[src/rtl/core/deq_pkg.sv]
package deq_pkg;

    // Default sizing of the queue storage
    localparam int DEPTH_DEF      = 1024;
    localparam int DATA_WIDTH_DEF = 32;

    // Fixed widths of the transaction fields
    localparam int WORD_W  = 32;
    localparam int COUNT_W = 11;

    // Requested operation
    typedef enum logic [1:0] {
        KIND_PUSH_BACK  = 2'd0,
        KIND_PUSH_FRONT = 2'd1,
        KIND_POP_BACK   = 2'd2,
        KIND_POP_FRONT  = 2'd3
    } t_deq_kind;

    // Result status; code 3 is never produced
    typedef enum logic [1:0] {
        ST_OK        = 2'd0,
        ST_POP_EMPTY = 2'd1,
        ST_PUSH_FULL = 2'd2
    } t_deq_status;

    typedef struct packed {
        t_deq_kind                 kind;
        logic signed [WORD_W-1:0]  value;
    } t_deq_in;

    typedef struct packed {
        logic signed [WORD_W-1:0]  popped_value;
        t_deq_status               status;
        logic [COUNT_W-1:0]        count;
        logic                      is_empty;
        logic signed [WORD_W-1:0]  front_value;
        logic signed [WORD_W-1:0]  back_value;
    } t_deq_out;

    // Controller to datapath
    typedef struct packed {
        logic accept;       // input transaction taken this cycle
        logic finish_now;   // result written at the accept edge
        logic finish_load;  // result written once the end-word read returns
    } t_deq_cmd;

    // Datapath to controller
    typedef struct packed {
        logic need_read;    // current request pops and leaves one or more words
    } t_deq_stat;

endpackage

[src/rtl/core/deq_ctrl.sv]
module deq_ctrl
    import deq_pkg::*;
(
    input  logic      i_clk,
    input  logic      i_rst_n,
    input  logic      i_in_valid,
    output logic      o_in_ready,
    input  logic      i_out_ready,
    output logic      o_out_valid,
    input  t_deq_stat i_stat,
    output t_deq_cmd  o_cmd
);

    typedef enum logic [0:0] {
        S_IDLE,
        S_LOAD
    } t_state;

    t_state r_state, n_state;
    logic   r_out_valid, n_out_valid;
    logic   slot_free;

    // Handshake and command decode
    always_comb begin
        slot_free         = !r_out_valid || i_out_ready;
        o_in_ready        = (r_state == S_IDLE) && slot_free;
        o_cmd.accept      = i_in_valid && o_in_ready;
        o_cmd.finish_now  = o_cmd.accept && !i_stat.need_read;
        o_cmd.finish_load = (r_state == S_LOAD) && slot_free;

        n_state = r_state;
        unique case (r_state)
            S_IDLE: begin
                if (o_cmd.accept && i_stat.need_read) begin
                    n_state = S_LOAD;
                end
            end
            S_LOAD: begin
                if (slot_free) begin
                    n_state = S_IDLE;
                end
            end
            default: n_state = S_IDLE;
        endcase

        if (o_cmd.finish_now || o_cmd.finish_load) begin
            n_out_valid = 1'b1;
        end else if (i_out_ready) begin
            n_out_valid = 1'b0;
        end else begin
            n_out_valid = r_out_valid;
        end
    end

    // State and output-valid register
    always_ff @(posedge i_clk) begin
        if (!i_rst_n) begin
            r_state     <= S_IDLE;
            r_out_valid <= 1'b0;
        end else begin
            r_state     <= n_state;
            r_out_valid <= n_out_valid;
        end
    end

    assign o_out_valid = r_out_valid;

endmodule

[config.mk]
export PLATFORM = sky130hd
export DESIGN_NAME = deq_ctrl
export DESIGN_NICKNAME = d
export VERILOG_FILES = /design/src/rtl/core/deq_pkg.sv /design/src/rtl/core/deq_ctrl.sv
export SDC_FILE = /design/constraint.sdc
export NUM_CORES = 1
export LEC_CHECK = 0
export BUFFER_PORTS_ARGS = -buffer_cell sky130_fd_sc_hd__buf_2
export CAP_MARGIN = 20
export CORE_AREA = 2 2 39 41
export CTS_CLUSTER_SIZE = 14
export DETAILED_ROUTE_END_ITERATION = 8
export DIE_AREA = 0 0 41 43
export PLACE_DENSITY = 0.34
export SETUP_SLACK_MARGIN = 0.02
export SLEW_MARGIN = 20
export SYNTH_ARGS = -nofsm -noshare
export SYNTH_HDL_FRONTEND = slang
export SYNTH_SLANG_ARGS = --single-unit
[constraint.sdc]
create_clock -name i_clk -period 1.7 [get_ports i_clk]
set_clock_uncertainty 0.2 [all_clocks]
set_input_delay 0.255 -clock i_clk [delete_from_list [all_inputs] [get_ports i_clk]]
set_output_delay 0.255 -clock i_clk [all_outputs]
set_load 0.05 [all_outputs]
==> run_summary.xml, run 1 <==
<?xml version="1.0" encoding="UTF-8"?>
<metrics>
  <group name="grt">
    <metric name="grt_usage" unit="%">5.82</metric>
    <metric name="antenna_found_initial" unit="">0</metric>
    <metric name="number_of_global_route_vias_before_repair" unit="">131</metric>
    <metric name="grt_first_pass_wirelength" unit="µm">565</metric>
    <metric name="grt_remaining_overflow" unit="">0</metric>
    <metric name="largest_net_degree_at_the_start_of_global_routing" unit="">8</metric>
  </group>
  <group name="job">
    <metric name="max_cap_viol_count" unit="">0</metric>
  </group>
  <group name="timing">
    <metric name="finalHoldViolCount" unit="">0</metric>
    <metric name="worst_slew_slack_as_a_fraction_of_its_limit" unit="%">83.3</metric>
    <metric name="fmax" unit="GHz">0.640</metric>
    <metric name="timing.final.crit_share" unit="%">91.9</metric>
    <metric name="finalMaxSlewViolations" unit="">0</metric>
    <metric name="worst_pin_slew" unit="ns">0.253</metric>
    <metric name="least_setup_slack_across_all_paths_after_layout" unit="ns">0.137</metric>
    <metric name="rsz0062_at_grt" unit="">false</metric>
    <metric name="min_period" unit="ns">1.56</metric>
    <metric name="timing.final.setup_violations" unit="">0</metric>
  </group>
  <group name="power_and_ir_drop">
    <metric name="switching_power" unit="µW">76.3</metric>
    <metric name="power_report.internal_total" unit="µW">146</metric>
    <metric name="design_power_total" unit="µW">223</metric>
    <metric name="worst_ir_drop_vdd" unit="mV">0.270</metric>
    <metric name="pwr-share-clk" unit="%">49.6</metric>
    <metric name="cellPowerDensity" unit="nW/µm²">1030</metric>
    <metric name="share_seq_of_total_power" unit="%">23.9</metric>
    <metric name="combPwrFrac" unit="%">26.5</metric>
    <metric name="swShare" unit="%">34.2</metric>
    <metric name="total_leakage_power" unit="µW">0.0000972</metric>
  </group>
  <group name="die">
    <metric name="floorplan.die.height" unit="µm">43</metric>
    <metric name="core.rowCount" unit="">14</metric>
    <metric name="core_area" unit="µm²">1380</metric>
    <metric name="initial_core_util" unit="%">8.77</metric>
    <metric name="die_area" unit="µm²">1760</metric>
    <metric name="die_wd" unit="µm">41</metric>
    <metric name="ios" unit="">10</metric>
  </group>
  <group name="worst_setup_path">
    <metric name="critical_path_buf_inv_count" unit="">1</metric>
    <metric name="timing.critical_path.fanout_max" unit="">7</metric>
    <metric name="critPathKind" unit="">register to primary output</metric>
    <metric name="slowest_stage" unit="">sky130_fd_sc_hd__dfxtp_1</metric>
    <metric name="worst_ep_required_time" unit="ns">1.24</metric>
    <metric name="worst_path_dominant_cell_family" unit="">flip-flops</metric>
    <metric name="endpoint_type_of_the_worst_setup_path" unit="">primary output</metric>
    <metric name="cp_data_arrival_time" unit="ns">1.11</metric>
    <metric name="start_kind" unit="">register</metric>
    <metric name="critical_path_cell_count" unit="">2</metric>
    <metric name="path_cells" unit="">nor2b_2, buf_2</metric>
    <metric name="length_in_cells_of_the_worst_reg_to_reg_path" unit="">2</metric>
    <metric name="max_stage_delay" unit="ns">0.44</metric>
  </group>
  <group name="clocking">
    <metric name="clock_sinks" unit="">2</metric>
    <metric name="cts_repair_resize_count" unit="">0</metric>
    <metric name="cts_hold_buf" unit="">0</metric>
    <metric name="htreeDepth" unit="">1</metric>
    <metric name="cts.root.buffer_cell" unit="">sky130_fd_sc_hd__clkbuf_4</metric>
    <metric name="path_clk_slew" unit="ns">0.03</metric>
    <metric name="cts-buffers-inserted" unit="">3</metric>
    <metric name="cts_tree" unit="">yes</metric>
    <metric name="max-clock-path-buffers" unit="">2</metric>
    <metric name="worst_skew_pair.late_latency" unit="ns">0.23</metric>
    <metric name="post_cts.repair.setup_buffers" unit="">0</metric>
  </group>
  <group name="place">
    <metric name="routability_congestion" unit="">0.543</metric>
    <metric name="hpwl" unit="µm">257</metric>
    <metric name="placed_cells" unit="">37</metric>
    <metric name="preCtsSetupSlack" unit="ns">0.289</metric>
    <metric name="buffer_ports.inserted" unit="">9</metric>
  </group>
  <group name="cells_and_area">
    <metric name="n_antenna_cell" unit="">0</metric>
    <metric name="share_of_final_layout_standard_cells_stronger_than_drive_strength_1" unit="%">66.7</metric>
    <metric name="layout.nets" unit="">31</metric>
    <metric name="post_layout_nonfiller_instances" unit="">40</metric>
    <metric name="area_growth_from_synthesis_to_layout" unit="%">78.4</metric>
  </group>
  <group name="route">
    <metric name="initialDrtViolationCount" unit="">2</metric>
    <metric name="firstDrtPassIters" unit="">2</metric>
    <metric name="final_antenna_net_count" unit="">0</metric>
    <metric name="via_per_inst" unit="">3.45</metric>
    <metric name="wl_per_cell" unit="µm">8.95</metric>
    <metric name="drt_wl_total" unit="µm">358</metric>
    <metric name="vias" unit="">138</metric>
    <metric name="drc" unit="">0</metric>
  </group>
  <group name="synthesis">
    <metric name="synthesis.area_per_instance" unit="µm²">10.1</metric>
    <metric name="ys.warnings.count" unit="">0</metric>
    <metric name="synth.lib_cells_used.distinct" unit="">10</metric>
    <metric name="ys_seq_area_share" unit="%">33.0</metric>
    <metric name="post_synth_inst_count" unit="">12</metric>
    <metric name="mappedNetlistArea" unit="µm²">121</metric>
    <metric name="mappedNetlistNets" unit="">17</metric>
    <metric name="post_synthesis_sequential_element_count" unit="">2</metric>
  </group>
  <group name="worst_hold_path">
    <metric name="worstHoldPathCells" unit="">2</metric>
    <metric name="hold_class" unit="">input pin to register</metric>
  </group>
  <group name="run_status">
    <metric name="outcome" unit="">complete, no violations</metric>
  </group>
</metrics>
registers in the layout, indices dropped and copies added, names as in the netlist:
| signal | flops |
|---|---|
| o_out_valid | 1 |
| r_state | 1 |
final timing paths:
check / slack, ns / to / from
max: 0.14 / o_cmd[0] / r_state
min: 0.09 / o_out_valid / i_rst_n
max reg2reg: 0.66 / o_out_valid / o_out_valid
min reg2reg: 0.36 / r_state / r_state
cell families (layout without fill, tap and decap cells):
family | Yosys count | count (layout) | share of synthesized area (%)
AO/OA/AOI/OAI | 1 | 1 | 7.22
buffers and inverters | 0 | 12 | 0
flip-flops | 2 | 2 | 33.0
multiplexers | 1 | 1 | 8.25
AND/OR/NAND/NOR | 8 | 8 | 51.5
metal layers:
layer / vias up / GRT usage [%] / wire [µm]
met1: 57 / 7.05 / 180
li1: 67 / - / -
met3: 2 / 6.81 / 64
met5: - / 0 / 0
met4: 0 / 6.00 / 11
met2: 12 / 4.38 / 101
cell usage in the layout (no fill, tap or decap):
| master | count |
|---|---|
| sky130_fd_sc_hd__nor2b_2 | 1 |
| sky130_fd_sc_hd__nor2_1 | 1 |
| sky130_fd_sc_hd__dfxtp_1 | 2 |
| sky130_fd_sc_hd__clkbuf_4 | 3 |
| sky130_fd_sc_hd__nand2_1 | 1 |
| sky130_fd_sc_hd__mux2i_1 | 1 |
| sky130_fd_sc_hd__nor2b_4 | 1 |
| sky130_fd_sc_hd__nand4b_1 | 1 |
| sky130_fd_sc_hd__buf_2 | 9 |
| sky130_fd_sc_hd__nor2b_1 | 1 |
| sky130_fd_sc_hd__o31a_1 | 1 |
| sky130_fd_sc_hd__nor3b_2 | 2 |
cells in the mapped netlist (all sizes together):
cell type / instances / area (µm²)
nand2: 1 / 3.75
nand4b: 1 / 8.76
nor2: 1 / 3.75
o31a: 1 / 8.76
mux2i: 1 / 10.0
dfxtp: 2 / 40.0
nor3b: 2 / 20.0
nor2b: 3 / 26.3
metrics by stage:
step | setup TNS (ns) | utilization, % | area [µm²] | hold slack (ns)
after floorplan | -0.290 | - | 129 | 0.183
after global placement | 0 | 14.0 | 194 | 0.309
after detailed placement | 0 | 14.0 | 194 | 0.323
after CTS | 0 | 15.6 | 216 | 0.0870
after global routing | 0 | 15.6 | 216 | 0.0993
final | 0 | 15.6 | 216 | 0.0907
final cells by class:
class | count | area [µm²]
well taps | 16 | 20.0
clock buffers | 3 | 22.5
repair buffers | 9 | 45.0
flip-flops and latches | 2 | 40.0
fillers | 162 | 1170
multi-input cells | 10 | 88.8
power groups by stage:
stage               Sequential, µW  Clock (µW)  Combinational [µW]
detailed placement            53.7           0                59.3
global route                  53.7         119                62.8
CTS                           53.1         116                59.5
finish                        53.2         110                59.0
global placement              53.4           0                58.4
floorplan                     59.4           0                37.7
Note: power is estimated with default switching activity, not from simulation.
==> run 2, diff against run 1 <==
--- a/config.mk
+++ b/config.mk
@@ -8,6 +8,8 @@
 export BUFFER_PORTS_ARGS = -buffer_cell sky130_fd_sc_hd__buf_2
 export CAP_MARGIN = 20
 export CORE_AREA = 2 2 39 41
+export CTS_BUF_LIST = sky130_fd_sc_hd__clkbuf_8 sky130_fd_sc_hd__clkbuf_16
+export CTS_CLUSTER_DIAMETER = 40
 export CTS_CLUSTER_SIZE = 14
 export DETAILED_ROUTE_END_ITERATION = 8
 export DIE_AREA = 0 0 41 43
==> run 2 against run 1 <==
Register-to-register slack about the same. Sequential cell count unchanged. Combinational power about the same. Core utilization increased by 1.4 points. Worst hold slack improved by 0.018 ns. First-iteration DRC count unchanged. Global-route usage unchanged. Worst setup slack improved by 0.020 ns. Die area unchanged. Wire length increased by 2.5%. Power increased by 35%. Highest routed layer unchanged. Final cell count unchanged.
==> run_summary.xml, run 2 (synthesized netlist as in run 1, its figures left out) <==
<?xml version="1.0" encoding="UTF-8"?>
<metrics>
  <group name="worst_setup_path">
    <metric name="path_cells" unit="">nor2b_2, buf_2</metric>
    <metric name="length_in_cells_of_the_worst_reg_to_reg_path" unit="">2</metric>
    <metric name="max_stage_delay" unit="ns">0.44</metric>
    <metric name="start_kind" unit="">register</metric>
    <metric name="critical_path_cell_count" unit="">2</metric>
    <metric name="critPathKind" unit="">register to primary output</metric>
    <metric name="timing.critical_path.fanout_max" unit="">7</metric>
    <metric name="endpoint_type_of_the_worst_setup_path" unit="">primary output</metric>
    <metric name="cp_data_arrival_time" unit="ns">1.09</metric>
    <metric name="slowest_stage" unit="">sky130_fd_sc_hd__dfxtp_1</metric>
    <metric name="critical_path_buf_inv_count" unit="">1</metric>
    <metric name="worst_ep_required_time" unit="ns">1.24</metric>
    <metric name="worst_path_dominant_cell_family" unit="">flip-flops</metric>
  </group>
  <group name="timing">
    <metric name="finalHoldViolCount" unit="">0</metric>
    <metric name="fin_setup_tns" unit="ns">0</metric>
    <metric name="min_period" unit="ns">1.54</metric>
    <metric name="finalMaxSlewViolations" unit="">0</metric>
    <metric name="whs" unit="ns">0.109</metric>
    <metric name="worst_pin_slew" unit="ns">0.253</metric>
    <metric name="fmax" unit="GHz">0.648</metric>
    <metric name="timing.final.crit_share" unit="%">90.8</metric>
    <metric name="rsz0062_at_grt" unit="">false</metric>
    <metric name="worst_slew_slack_as_a_fraction_of_its_limit" unit="%">83.3</metric>
    <metric name="timing.final.setup_violations" unit="">0</metric>
  </group>
  <group name="clocking">
    <metric name="cts_tree" unit="">yes</metric>
    <metric name="cts.root.buffer_cell" unit="">sky130_fd_sc_hd__clkbuf_8</metric>
    <metric name="cts_repair_resize_count" unit="">0</metric>
    <metric name="max-clock-path-buffers" unit="">2</metric>
    <metric name="worst_skew_pair.late_latency" unit="ns">0.21</metric>
    <metric name="path_clk_slew" unit="ns">0.03</metric>
    <metric name="htreeDepth" unit="">1</metric>
    <metric name="post_cts.repair.setup_buffers" unit="">0</metric>
    <metric name="clock_sinks" unit="">2</metric>
    <metric name="cts_hold_buf" unit="">0</metric>
    <metric name="cts-buffers-inserted" unit="">3</metric>
  </group>
  <group name="place">
    <metric name="routability_congestion" unit="">0.543</metric>
    <metric name="hpwl" unit="µm">257</metric>
    <metric name="placed_cells" unit="">37</metric>
    <metric name="buffer_ports.inserted" unit="">9</metric>
  </group>
  <group name="cells_and_area">
    <metric name="finish.utilization" unit="%">17.0</metric>
    <metric name="post_layout_nonfiller_instances" unit="">40</metric>
    <metric name="share_of_final_layout_standard_cells_stronger_than_drive_strength_1" unit="%">66.7</metric>
    <metric name="commonest_non_fill_non_tap_cell_in_the_layout" unit="">sky130_fd_sc_hd__buf_2</metric>
    <metric name="n_antenna_cell" unit="">0</metric>
    <metric name="layout.nets" unit="">31</metric>
    <metric name="area_growth_from_synthesis_to_layout" unit="%">93.8</metric>
    <metric name="commonest_cells_after_routing_fill_and_taps_aside" unit="">9 x sky130_fd_sc_hd__buf_2, 3 x sky130_fd_sc_hd__clkbuf_8, 2 x sky130_fd_sc_hd__nor3b_2, 2 x sky130_fd_sc_hd__dfxtp_1</metric>
  </group>
  <group name="die">
    <metric name="floorplan.die.height" unit="µm">43</metric>
    <metric name="core.rowCount" unit="">14</metric>
    <metric name="ios" unit="">10</metric>
    <metric name="die_wd" unit="µm">41</metric>
    <metric name="initial_core_util" unit="%">8.77</metric>
    <metric name="die_area" unit="µm²">1760</metric>
    <metric name="core_area" unit="µm²">1380</metric>
  </group>
  <group name="job">
    <metric name="max_cap_viol_count" unit="">0</metric>
  </group>
  <group name="grt">
    <metric name="antenna_found_initial" unit="">0</metric>
    <metric name="grt_usage" unit="%">5.82</metric>
    <metric name="largest_net_degree_at_the_start_of_global_routing" unit="">8</metric>
    <metric name="grt_remaining_overflow" unit="">0</metric>
    <metric name="number_of_global_route_vias_before_repair" unit="">131</metric>
    <metric name="grt_first_pass_wirelength" unit="µm">565</metric>
  </group>
  <group name="route">
    <metric name="final_antenna_net_count" unit="">0</metric>
    <metric name="via_per_inst" unit="">3.48</metric>
    <metric name="drt_wl_total" unit="µm">367</metric>
    <metric name="drc" unit="">0</metric>
    <metric name="firstDrtPassIters" unit="">2</metric>
    <metric name="initialDrtViolationCount" unit="">2</metric>
    <metric name="wl_per_cell" unit="µm">9.18</metric>
    <metric name="vias" unit="">139</metric>
  </group>
  <group name="power_and_ir_drop">
    <metric name="share_seq_of_total_power" unit="%">17.7</metric>
    <metric name="swShare" unit="%">27.7</metric>
    <metric name="cellPowerDensity" unit="nW/µm²">1280</metric>
    <metric name="total_leakage_power" unit="µW">0.000105</metric>
    <metric name="pwr-share-clk" unit="%">62.7</metric>
    <metric name="worst_ir_drop_vdd" unit="mV">0.272</metric>
    <metric name="combPwrFrac" unit="%">19.6</metric>
    <metric name="switching_power" unit="µW">83.6</metric>
    <metric name="power_report.internal_total" unit="µW">218</metric>
  </group>
  <group name="worst_hold_path">
    <metric name="worstHoldPathCells" unit="">2</metric>
    <metric name="hold_class" unit="">input pin to register</metric>
  </group>
  <group name="run_status">
    <metric name="outcome" unit="">complete, no violations</metric>
  </group>
</metrics>
[run 2: changes by cell type in the layout (fill, tap and decap cells not counted)]
cell	previous run	this run
sky130_fd_sc_hd__clkbuf_8	0	3
sky130_fd_sc_hd__clkbuf_4	3	0
[run 2: worst reg2reg max path: stages (launching register included)]
cell                      delay, ns
sky130_fd_sc_hd__dfxtp_1       0.32
sky130_fd_sc_hd__nor2b_4       0.25
sky130_fd_sc_hd__mux2i_1       0.21
[run 2: path summary, 6_finish.rpt]
check / from / to / slack [ns]
max reg2reg: o_out_valid / r_state / 0.65
max: r_state / o_cmd[0] / 0.16
min reg2reg: r_state / r_state / 0.37
min: i_rst_n / o_out_valid / 0.11
[run 2: area by class of cell]
class / instances / area, µm²
sequential: 2 / 40.0
tap: 16 / 20.0
timing repair buffer: 9 / 45.0
fill: 157 / 1150
clock buffer: 3 / 41.3
multi-input combinational: 10 / 88.8
[run 2: power groups by stage]
stage	Combinational [µW]	Sequential, µW	Clock, µW
after floorplan	37.7	59.4	0
after global placement	58.4	53.4	0
after detailed placement	59.3	53.7	0
after CTS	59.7	53.2	195
after global routing	62.9	53.8	199
final	59.1	53.3	189
[run 2: stage by stage]
stage | total power, µW | setup WS, ns | instance area, µm²
global placement | 112 | 0.312 | 194
finish | 302 | 0.157 | 235
global route | 316 | 0.0966 | 235
floorplan | 97.2 | -0.100 | 129
detailed placement | 113 | 0.289 | 194
CTS | 308 | 0.153 | 235
[run 2: layer usage]
metal  global-route usage (%)  share of wire (%)  up-vias
li1                         -                  -       67
met1                     7.05                 47       58
met2                     4.38                 30       12
met3                     6.81                 19        2
met4                     6.00                3.0        0
met5                        0                  0        -
